## config.mk

```make
export PLATFORM = sky130hd
export DESIGN_NAME = refractory_spike_generator_unit
export DESIGN_NICKNAME = d
export VERILOG_FILES = /design/src/rsg_pkg.sv /design/src/refractory_spike_generator_unit.sv /design/src/rsg_mul_unit.sv
export SDC_FILE = /design/constraint.sdc
export NUM_CORES = 2
export LEC_CHECK = 0
export BUFFER_PORTS_ARGS = -buffer_cell sky130_fd_sc_hd__buf_4
export CORE_ASPECT_RATIO = 0.5
export CORE_MARGIN = 5
export CORE_UTILIZATION = 60
export CTS_BUF_LIST = sky130_fd_sc_hd__clkbuf_4 sky130_fd_sc_hd__clkbuf_8
export DETAILED_ROUTE_END_ITERATION = 7
export GPL_ROUTABILITY_DRIVEN = 0
export PLACE_DENSITY_LB_ADDON = 0.05
export SYNTH_ARGS = -nofsm -noshare
export SYNTH_HDL_FRONTEND = slang
export SYNTH_SLANG_ARGS = --single-unit
```

## constraint.sdc

```tcl
create_clock -name i_clk -period 14.25 [get_ports i_clk]
set_clock_uncertainty 0.05 [all_clocks]
set_input_delay 2.85 -clock i_clk [delete_from_list [all_inputs] [get_ports i_clk]]
set_output_delay 2.85 -clock i_clk [all_outputs]
set_load 0.01 [all_outputs]
```

## src/rsg_pkg.sv

```systemverilog
// shared types and constants for the refractory spike generator
package rsg_pkg;

    localparam int FIBRES_DEF = 16;
    localparam int FIBRE_W    = 4;
    localparam int TIMER_W    = 20;
    localparam int PULSE_W    = 8;
    localparam int CFG_W      = 16;
    localparam int CFG_ADDR_W = 2;
    localparam int MUL_W      = 31;
    localparam int PROD_W     = 2 * MUL_W;
    localparam int X_W        = 36;
    localparam int XS_W       = 20;
    localparam int P_W        = 17;

    localparam logic [TIMER_W-1:0] TIMER_MAX    = 20'hFFFFF;
    localparam logic [CFG_W-1:0]   REFR_RST     = 16'd75;
    localparam logic [CFG_W-1:0]   RATE_RST     = 16'd819;
    localparam logic [PULSE_W-1:0] PTICKS_RST   = 8'd1;
    localparam logic [CFG_W-1:0]   PMAG_RST     = 16'd256;
    localparam logic [TIMER_W-1:0] TIMER_RST    = 20'd76;
    localparam logic [MUL_W-1:0]   Q30_ONE      = 31'd1073741824;
    localparam logic [MUL_W-1:0]   EXP_SEED     = 31'd1073725440;
    localparam logic [PROD_W:0]    Q30_HALF     = 63'd536870912;
    localparam logic [MUL_W:0]     Q14_HALF     = 32'd8192;
    localparam logic [P_W:0]       Q16_ONE_WIDE = 18'h10000;
    localparam logic [P_W-1:0]     Q16_ONE      = 17'h10000;

    typedef enum logic [CFG_ADDR_W-1:0] {
        REG_REFRACTORY  = 2'd0,
        REG_RATE        = 2'd1,
        REG_PULSE_TICKS = 2'd2,
        REG_PULSE_MAG   = 2'd3
    } t_reg_idx;

    typedef enum logic [2:0] {
        ST_CLEAR,
        ST_IDLE,
        ST_LOAD,
        ST_SCALE,
        ST_EXP,
        ST_DONE
    } t_state;

    typedef struct packed {
        logic [TIMER_W-1:0] timer;
        logic [PULSE_W-1:0] pulse_left;
    } t_fibre_ent;

endpackage

```

## src/refractory_spike_generator_unit.sv

```systemverilog
// top level of the refractory spike generator with iterative exp sequencer
// sequence: accept, load, then scale and exp iterations when the fibre may fire, done;
//   the result is registered into the output slot once it is free
// requests: one at a time; ready only in idle, after the previous result is registered
// reset: synchronous active low; a clearing pass then loads every
//   fibre entry, and no request is taken until it ends
module refractory_spike_generator_unit #(
    parameter int FIBRES = rsg_pkg::FIBRES_DEF
) (
    input  logic                              i_clk,
    input  logic                              i_rst_n,
    input  logic                              i_in_valid,
    output logic                              o_in_ready,
    input  logic [rsg_pkg::FIBRE_W-1:0]       i_fibre,
    input  logic                              i_release_req,
    input  logic [rsg_pkg::CFG_W-1:0]         i_random_value,
    output logic                              o_out_valid,
    input  logic                              i_out_ready,
    output logic [rsg_pkg::FIBRE_W-1:0]       o_fibre_out,
    output logic                              o_spike,
    output logic [rsg_pkg::CFG_W-1:0]         o_pulse_out,
    input  logic                              i_cfg_we,
    input  logic [rsg_pkg::CFG_ADDR_W-1:0]    i_cfg_addr,
    input  logic [rsg_pkg::CFG_W-1:0]         i_cfg_wdata
);

    localparam int IDX_W = (FIBRES > 1) ? $clog2(FIBRES) : 1;
    localparam int RNG_W = 11;
    localparam logic [IDX_W-1:0] CLR_LAST = IDX_W'(FIBRES - 1);

    rsg_pkg::t_state r_state, n_state;

    // configuration
    logic [rsg_pkg::CFG_W-1:0]   r_refr;
    logic [rsg_pkg::CFG_W-1:0]   r_rate;
    logic [rsg_pkg::PULSE_W-1:0] r_pulse_ticks;
    logic [rsg_pkg::CFG_W-1:0]   r_pulse_mag;

    // fibre state memory
    rsg_pkg::t_fibre_ent r_mem [FIBRES];
    rsg_pkg::t_fibre_ent r_rd;
    rsg_pkg::t_fibre_ent w_wr_data;
    logic [IDX_W-1:0]    w_wr_idx;
    logic [IDX_W-1:0]    w_in_idx;
    logic [IDX_W+rsg_pkg::FIBRE_W-1:0] w_fibre_wide;
    logic [IDX_W-1:0]    r_clr_idx;

    // request registers
    logic [rsg_pkg::FIBRE_W-1:0] r_fibre;
    logic                        r_release;
    logic [rsg_pkg::CFG_W-1:0]   r_rnd;
    logic                        r_in_range;
    logic [IDX_W-1:0]            r_idx;
    logic                        r_run;
    logic [rsg_pkg::TIMER_W-1:0] r_excess;

    // exp iteration
    logic [rsg_pkg::XS_W-1:0]    r_xs;
    logic                        r_big;
    logic [rsg_pkg::MUL_W-1:0]   r_e;
    logic [rsg_pkg::MUL_W-1:0]   r_f;
    logic                        r_phase;

    // output register
    logic                        r_out_valid;
    logic [rsg_pkg::FIBRE_W-1:0] r_out_fibre;
    logic                        r_out_spike;
    logic [rsg_pkg::CFG_W-1:0]   r_out_pulse;

    // control
    logic w_accept;
    logic w_slot_free;
    logic w_run;
    logic w_exp_end;
    logic w_mul_ef;
    logic c_mem_we;
    logic c_ld_out;

    // shared multiplier
    logic [rsg_pkg::MUL_W-1:0]  w_mul_a;
    logic [rsg_pkg::MUL_W-1:0]  w_mul_b;
    logic [rsg_pkg::PROD_W-1:0] w_prod;
    logic [rsg_pkg::MUL_W-1:0]  w_round;

    // result datapath
    logic [rsg_pkg::MUL_W:0]     w_e_sum;
    logic [rsg_pkg::P_W:0]       w_e16;
    logic [rsg_pkg::P_W:0]       w_e16_sat;
    logic [rsg_pkg::P_W-1:0]     w_p;
    logic                        w_spike;
    logic [rsg_pkg::PULSE_W-1:0] w_pl;
    logic                        w_pulse_on;
    logic [rsg_pkg::PULSE_W-1:0] w_pl_next;
    logic [rsg_pkg::TIMER_W-1:0] w_t;
    logic [rsg_pkg::TIMER_W-1:0] w_t_next;

    rsg_mul_unit u_mul (
        .i_a     (w_mul_a),
        .i_b     (w_mul_b),
        .o_prod  (w_prod),
        .o_round (w_round)
    );

    assign w_fibre_wide = {{IDX_W{1'b0}}, i_fibre};
    assign w_in_idx     = w_fibre_wide[IDX_W-1:0];
    assign w_accept     = i_in_valid && o_in_ready;
    assign w_slot_free  = !r_out_valid || i_out_ready;
    assign w_run        = r_in_range && r_release &&
                          (r_rd.timer > {4'b0, r_refr});
    assign w_exp_end    = r_big || (r_xs == '0);
    assign w_mul_ef     = r_xs[0] && !r_phase;

    // probability and state update
    assign w_e_sum   = {1'b0, r_e} + rsg_pkg::Q14_HALF;
    assign w_e16     = w_e_sum[14 +: rsg_pkg::P_W + 1];
    assign w_e16_sat = (w_e16 > rsg_pkg::Q16_ONE_WIDE) ? rsg_pkg::Q16_ONE_WIDE : w_e16;
    always_comb begin
        if (r_big) begin
            w_p = rsg_pkg::Q16_ONE;
        end else begin
            w_p = rsg_pkg::P_W'(rsg_pkg::Q16_ONE_WIDE - w_e16_sat);
        end
    end
    assign w_spike    = r_run && (w_p > {1'b0, r_rnd});
    always_comb begin
        if (w_spike) begin
            w_pl = (r_pulse_ticks == '0) ? 8'd1 : r_pulse_ticks;
        end else begin
            w_pl = r_rd.pulse_left;
        end
    end
    assign w_pulse_on = r_in_range && (w_pl != '0);
    assign w_pl_next  = w_pulse_on ? (w_pl - 8'd1) : w_pl;
    assign w_t        = w_spike ? '0 : r_rd.timer;
    assign w_t_next   = (w_t != rsg_pkg::TIMER_MAX) ? (w_t + 20'd1) : w_t;

    // next state
    always_comb begin
        n_state = r_state;
        case (r_state)
            rsg_pkg::ST_CLEAR: begin
                if (r_clr_idx == CLR_LAST) n_state = rsg_pkg::ST_IDLE;
            end
            rsg_pkg::ST_IDLE: begin
                if (i_in_valid) n_state = rsg_pkg::ST_LOAD;
            end
            rsg_pkg::ST_LOAD: begin
                n_state = w_run ? rsg_pkg::ST_SCALE : rsg_pkg::ST_DONE;
            end
            rsg_pkg::ST_SCALE: begin
                n_state = rsg_pkg::ST_EXP;
            end
            rsg_pkg::ST_EXP: begin
                if (w_exp_end) n_state = rsg_pkg::ST_DONE;
            end
            rsg_pkg::ST_DONE: begin
                if (w_slot_free) n_state = rsg_pkg::ST_IDLE;
            end
            default: begin
                n_state = rsg_pkg::ST_CLEAR;
            end
        endcase
    end

    // state outputs
    always_comb begin
        o_in_ready = 1'b0;
        c_mem_we   = 1'b0;
        c_ld_out   = 1'b0;
        w_mul_a    = r_f;
        w_mul_b    = r_f;
        w_wr_idx   = r_idx;
        w_wr_data  = '{timer: w_t_next, pulse_left: w_pl_next};
        case (r_state)
            rsg_pkg::ST_CLEAR: begin
                c_mem_we  = 1'b1;
                w_wr_idx  = r_clr_idx;
                w_wr_data = '{timer: rsg_pkg::TIMER_RST, pulse_left: '0};
            end
            rsg_pkg::ST_IDLE: begin
                o_in_ready = 1'b1;
            end
            rsg_pkg::ST_SCALE: begin
                w_mul_a = {11'b0, r_excess};
                w_mul_b = {15'b0, r_rate};
            end
            rsg_pkg::ST_EXP: begin
                w_mul_a = w_mul_ef ? r_e : r_f;
            end
            rsg_pkg::ST_DONE: begin
                c_mem_we = w_slot_free && r_in_range;
                c_ld_out = w_slot_free;
            end
            default: begin
                o_in_ready = 1'b0;
            end
        endcase
    end

    // control registers
    always_ff @(posedge i_clk) begin
        if (!i_rst_n) begin
            r_state       <= rsg_pkg::ST_CLEAR;
            r_clr_idx     <= '0;
            r_out_valid   <= 1'b0;
            r_refr        <= rsg_pkg::REFR_RST;
            r_rate        <= rsg_pkg::RATE_RST;
            r_pulse_ticks <= rsg_pkg::PTICKS_RST;
            r_pulse_mag   <= rsg_pkg::PMAG_RST;
        end else begin
            r_state <= n_state;
            if (r_state == rsg_pkg::ST_CLEAR) r_clr_idx <= r_clr_idx + 1'b1;
            if (c_ld_out) begin
                r_out_valid <= 1'b1;
            end else if (i_out_ready) begin
                r_out_valid <= 1'b0;
            end
            if (i_cfg_we) begin
                case (rsg_pkg::t_reg_idx'(i_cfg_addr))
                    rsg_pkg::REG_REFRACTORY:  r_refr        <= i_cfg_wdata;
                    rsg_pkg::REG_RATE:        r_rate        <= i_cfg_wdata;
                    rsg_pkg::REG_PULSE_TICKS: r_pulse_ticks <= i_cfg_wdata[7:0];
                    rsg_pkg::REG_PULSE_MAG:   r_pulse_mag   <= i_cfg_wdata;
                    default:                  r_refr        <= r_refr;
                endcase
            end
        end
    end

    // datapath registers
    always_ff @(posedge i_clk) begin
        if (w_accept) begin
            r_fibre    <= i_fibre;
            r_release  <= i_release_req;
            r_rnd      <= i_random_value;
            r_in_range <= ({7'b0, i_fibre} < RNG_W'(FIBRES));
            r_idx      <= w_in_idx;
        end
        if (r_state == rsg_pkg::ST_LOAD) begin
            r_run    <= w_run;
            r_excess <= r_rd.timer - {4'b0, r_refr};
        end
        if (r_state == rsg_pkg::ST_SCALE) begin
            r_xs    <= w_prod[rsg_pkg::XS_W-1:0];
            r_big   <= |w_prod[rsg_pkg::X_W-1:rsg_pkg::XS_W];
            r_e     <= rsg_pkg::Q30_ONE;
            r_f     <= rsg_pkg::EXP_SEED;
            r_phase <= 1'b0;
        end
        if ((r_state == rsg_pkg::ST_EXP) && !w_exp_end) begin
            if (w_mul_ef) begin
                r_e     <= w_round;
                r_phase <= 1'b1;
            end else begin
                r_f     <= w_round;
                r_xs    <= r_xs >> 1;
                r_phase <= 1'b0;
            end
        end
        if (c_ld_out) begin
            r_out_fibre <= r_fibre;
            r_out_spike <= w_spike;
            r_out_pulse <= w_pulse_on ? r_pulse_mag : '0;
        end
    end

    // fibre memory
    always_ff @(posedge i_clk) begin
        if (c_mem_we) r_mem[w_wr_idx] <= w_wr_data;
        if (w_accept) r_rd <= r_mem[w_in_idx];
    end

    assign o_out_valid = r_out_valid;
    assign o_fibre_out = r_out_fibre;
    assign o_spike     = r_out_spike;
    assign o_pulse_out = r_out_pulse;

`ifndef SYNTHESIS
    a_accept_load: assert property (@(posedge i_clk) disable iff (!i_rst_n)
        w_accept |=> (r_state == rsg_pkg::ST_LOAD))
        else $error("accepted request did not start a load");

    a_done_output: assert property (@(posedge i_clk) disable iff (!i_rst_n)
        (r_state == rsg_pkg::ST_DONE) |=> ((r_state == rsg_pkg::ST_DONE) || o_out_valid))
        else $error("done state left without a result");

    a_spike_pulse: assert property (@(posedge i_clk) disable iff (!i_rst_n)
        (o_out_valid && o_spike) |-> (o_pulse_out == r_pulse_mag))
        else $error("spike without pulse magnitude");

    a_exp_bound: assert property (@(posedge i_clk) disable iff (!i_rst_n)
        (r_state == rsg_pkg::ST_EXP) |-> ((r_e <= rsg_pkg::Q30_ONE) &&
                                          (r_f <= rsg_pkg::EXP_SEED)))
        else $error("exp iteration out of range");

    a_no_ready_busy: assert property (@(posedge i_clk) disable iff (!i_rst_n)
        ((r_state == rsg_pkg::ST_EXP) || (r_state == rsg_pkg::ST_CLEAR)) |-> !o_in_ready)
        else $error("ready while busy");
`endif

endmodule

```

## src/rsg_mul_unit.sv

```systemverilog
// shared multiplier with q0.30 rounding of the product
module rsg_mul_unit (
    input  logic [rsg_pkg::MUL_W-1:0]  i_a,
    input  logic [rsg_pkg::MUL_W-1:0]  i_b,
    output logic [rsg_pkg::PROD_W-1:0] o_prod,
    output logic [rsg_pkg::MUL_W-1:0]  o_round
);

    logic [rsg_pkg::PROD_W:0] w_sum;

    assign o_prod  = i_a * i_b;
    assign w_sum   = {1'b0, o_prod} + rsg_pkg::Q30_HALF;
    assign o_round = w_sum[30 +: rsg_pkg::MUL_W];

endmodule

```

==> qor.yml <==
floorplanning:
  num_io_pins: 67
  die_h_um: 234
  die_area_sq_um: 107000
  rows: 82
  coreArea_sq_um: 99800
  die_w_um: 458
  start_util: 0.603
timing:
  timing.final.crit_share: 0.880
  fmax_ghz: 0.0798
  rsz0062_at_grt: "false"
  setup_slack_ns: 1.71
  slew_headroom: 0.146
  setup_tns_ns: 0
  hold_viol: 0
  finalSetupViolCount: 0
  maxSlewViolCount: 0
  fin_crit_ns: 12.54
  hold_slack_ns: 0.411
  tightestPinTransition_ns: 1.28
cells_and_area:
  finalCoreUtilization: 0.648
  layoutNonFillerInstCount: 7112
  layout_common_cells: "843 x inv_1, 837 x fa_1, 825 x nand2_1"
  drive_gt1_frac: 0.105
  nNetsFinal: 6853
  layout_commonest_cell: "inv_1"
  n_fill_cell: 7909
  area_delta_synth_final_pct: 7.38
synthesis:
  synth_area_per_cell_sq_um: 10.6
  synth_warnings: 0
  syn-num-nets: 6863
  synth_edf_count: 541
  synth_seq_cells: 687
  ys.flop_type: "edfxtp_1"
  ys_types: 92
  synth_xor_xnor_area_share: 0.0201
  synth_fa_ha_area_frac: 0.338
  synth_top_family_by_area: "adder cells"
  synthCells: 5695
  ys_async_sr_fraction: 0
  yosys.area_share.simple: 0.130
  synth_area_sq_um: 60200
  synth_mux_area_frac: 0.0561
  synth_compound_area_frac: 0.0645
  synth_sequential_area_ratio: 0.318
routing:
  wl_per_cell_um: 25.8
  highest_layer: "met4"
  drt_pass1_iterations: 7
  antenna_left: 0
  route.met3.wl_um: 24600
  drt_iter0_markers: 4996
  dr_wl_met2_um: 79800
  finalWirelength_um: 183000
  drc: 0
  vias: 43600
  avgViaCountPerCell: 6.14
  met1Wirelength_um: 70900
setup_path:
  cp_common_cell: "fa_1"
  timing.rr.start: "r_state[2]"
  slowest_stage: "a221o_1"
  cp-end-kind: "register"
  cp_slowest_stage_delay_ns: 0.86
  cp_max_fo: 47
  critPathRequiredTime_ns: 14.73
  worst_r2r_path_depth: 33
  start_kind: "register"
  r2r-end: "r_f[30]"
  rrSetupSlack_ns: 1.71
  arrival_ns: 13.02
  crit_type: "register to register"
power_and_ir_drop:
  p_leak_nw: 27.5
  pwr_density_cell_nw_per_um2: 85.4
  ir_drop_mv: 0.0996
cts:
  cts_resized: 0
  clk_pin_slew_ns: 0.06
  htree_levels: 3
  cts_root_buffer: "clkbuf_8"
  cts_hold_buf: 0
  clock_sinks: 687
  postCtsSetupBuffers: 0
  cts_buffers: 101
  cts_tree: "yes"
  clock_path_buffers: 3
  insertion_delay_ns: 0.71
placement:
  hpwl_um: 131000
  dpl_worst_slack_ns: 2.14
  portBuffers: 66
  place_inst: 6926
global_route:
  grt-ovfl-total: 0
  antenna_found_initial: 3
  grt_max_degree: 69
  grt_pass1_wl_um: 277000
  grt_pass1_vias: 45100
  grt.total_usage: 0.348
min_path:
  hold-path-cell-count: 2
  hold_class: "register to register"
  holdPathEnd: "r_pulse_mag[1]"
  min_from: "r_pulse_mag[1]"
status:
  status: "complete, no violations"
job:
  cap_viol_max_count: 0
[cells in the mapped netlist, types with 7 or more instances]
cell      number  share of area
a31oi_1       22         0.0023
mux4_2       140          0.052
fa_1         837           0.28
a211oi_1      23         0.0029
inv_1        843          0.053
buf_2         24         0.0020
or3_1          9        0.00093
a21boi_1       8         0.0010
a21o_1        31         0.0039
nand4_1       28         0.0029
ha_1         287          0.060
nand2b_1      16         0.0017
o211ai_1      16         0.0020
buf_1         22         0.0014
a21boi_0      55         0.0069
a221oi_1      22         0.0032
and3_1        47         0.0049
nor2_1       614          0.038
edfxtp_1     541           0.27
a221o_1       21         0.0035
and2_1        53         0.0055
o21a_1        15         0.0019
clkbuf_1     260          0.016
o21bai_1       7        0.00087
a21oi_1      122          0.010
xnor2_1       82          0.012
o21ai_0      148          0.012
nor2b_1       30         0.0031
xor2_1        56         0.0081
nor4_1        20         0.0021
o21ai_1       23         0.0019
mux2i_1       19         0.0032
or2_2          8        0.00083
nand2_1      826          0.051
nand3_1      106         0.0088
dfxtp_1      146          0.049
nor3_1        37         0.0031
[metal layers]
| layer | vias to the layer above | GRT usage |
|---|---|---|
| met5 | - | 0 |
| met4 | 0 | 0.131 |
| met3 | 423 | 0.108 |
| met2 | 2546 | 0.528 |
| met1 | 22100 | 0.479 |
| li1 | 18600 | - |
[critical path, delay by kind of cell, from the launching register on]
family	cells	cell delay, ns
XOR/XNOR	2	0.39
AND/OR/NAND/NOR	9	2.82
buffers and inverters	7	1.24
AO/OA/AOI/OAI	6	3.04
flip-flops	1	0.61
adder cells (fa/ha/maj)	9	4.17
[logic make-up after synthesis]
family,Yosys count
AO/OA/AOI/OAI,590
XOR/XNOR,138
adder cells (fa/ha/maj),1124
buffers and inverters,1156
flip-flops,687
multiplexers,162
AND/OR/NAND/NOR,1838
[layout make-up]
| type | count | area [sq um] | area share |
|---|---|---|---|
| flip-flops and latches | 687 | 19200 | 0.296 |
| multi-input cells | 3852 | 37100 | 0.574 |
| repair buffers | 200 | 1510 | 0.0233 |
| clock inverters | 35 | 248 | 0.00383 |
| inverters | 843 | 3160 | 0.0489 |
| diodes | 1 | 2.50 | 0.0000387 |
| well taps | 1344 | 1680 | 0.0260 |
| clock buffers | 150 | 1800 | 0.0279 |
[power breakdown]
part | switching [W] | leakage, nW | total [W] | internal, W
clock | 0.000746 | 1.08 | 0.00158 | 0.000837
combinational | 0.00114 | 20.2 | 0.00174 | 0.000605
sequential | 0.0000166 | 6.23 | 0.00220 | 0.00218
[metrics by stage]
stage	total power, W	instance area (sq um)
finish	0.00552	64700
detailed placement	0.00391	62600
CTS	0.00550	64700
floorplan	0.00337	60200
global route	0.00578	64700
global placement	0.00388	62600
[registers in the layout, summed over array words and instances, names as in the netlist, 3 cells and up]
signal,cells
o_fibre_out,4
o_pulse_out,16
r_clr_idx,4
r_e,31
r_excess,20
r_f,31
r_idx,4
r_mem,448
r_pulse_mag,16
r_pulse_ticks,8
r_rate,16
r_rd,28
r_refr,16
r_rnd,16
r_state,3
r_xs,20
[how the worst max path moves through the flow]
stage,slack (ns),end,start,cells past startpoint
floorplan,3.81,r_e[30],r_state[1],38
global placement,2.24,r_f[30],r_state[2],33
detailed placement,2.14,r_f[30],r_state[2],33
CTS,2.08,r_f[30],r_state[2],33
global route,1.40,r_e[30],r_state[2],33
finish,1.71,r_f[30],r_state[2],33
(Power assumes the default switching activity.)
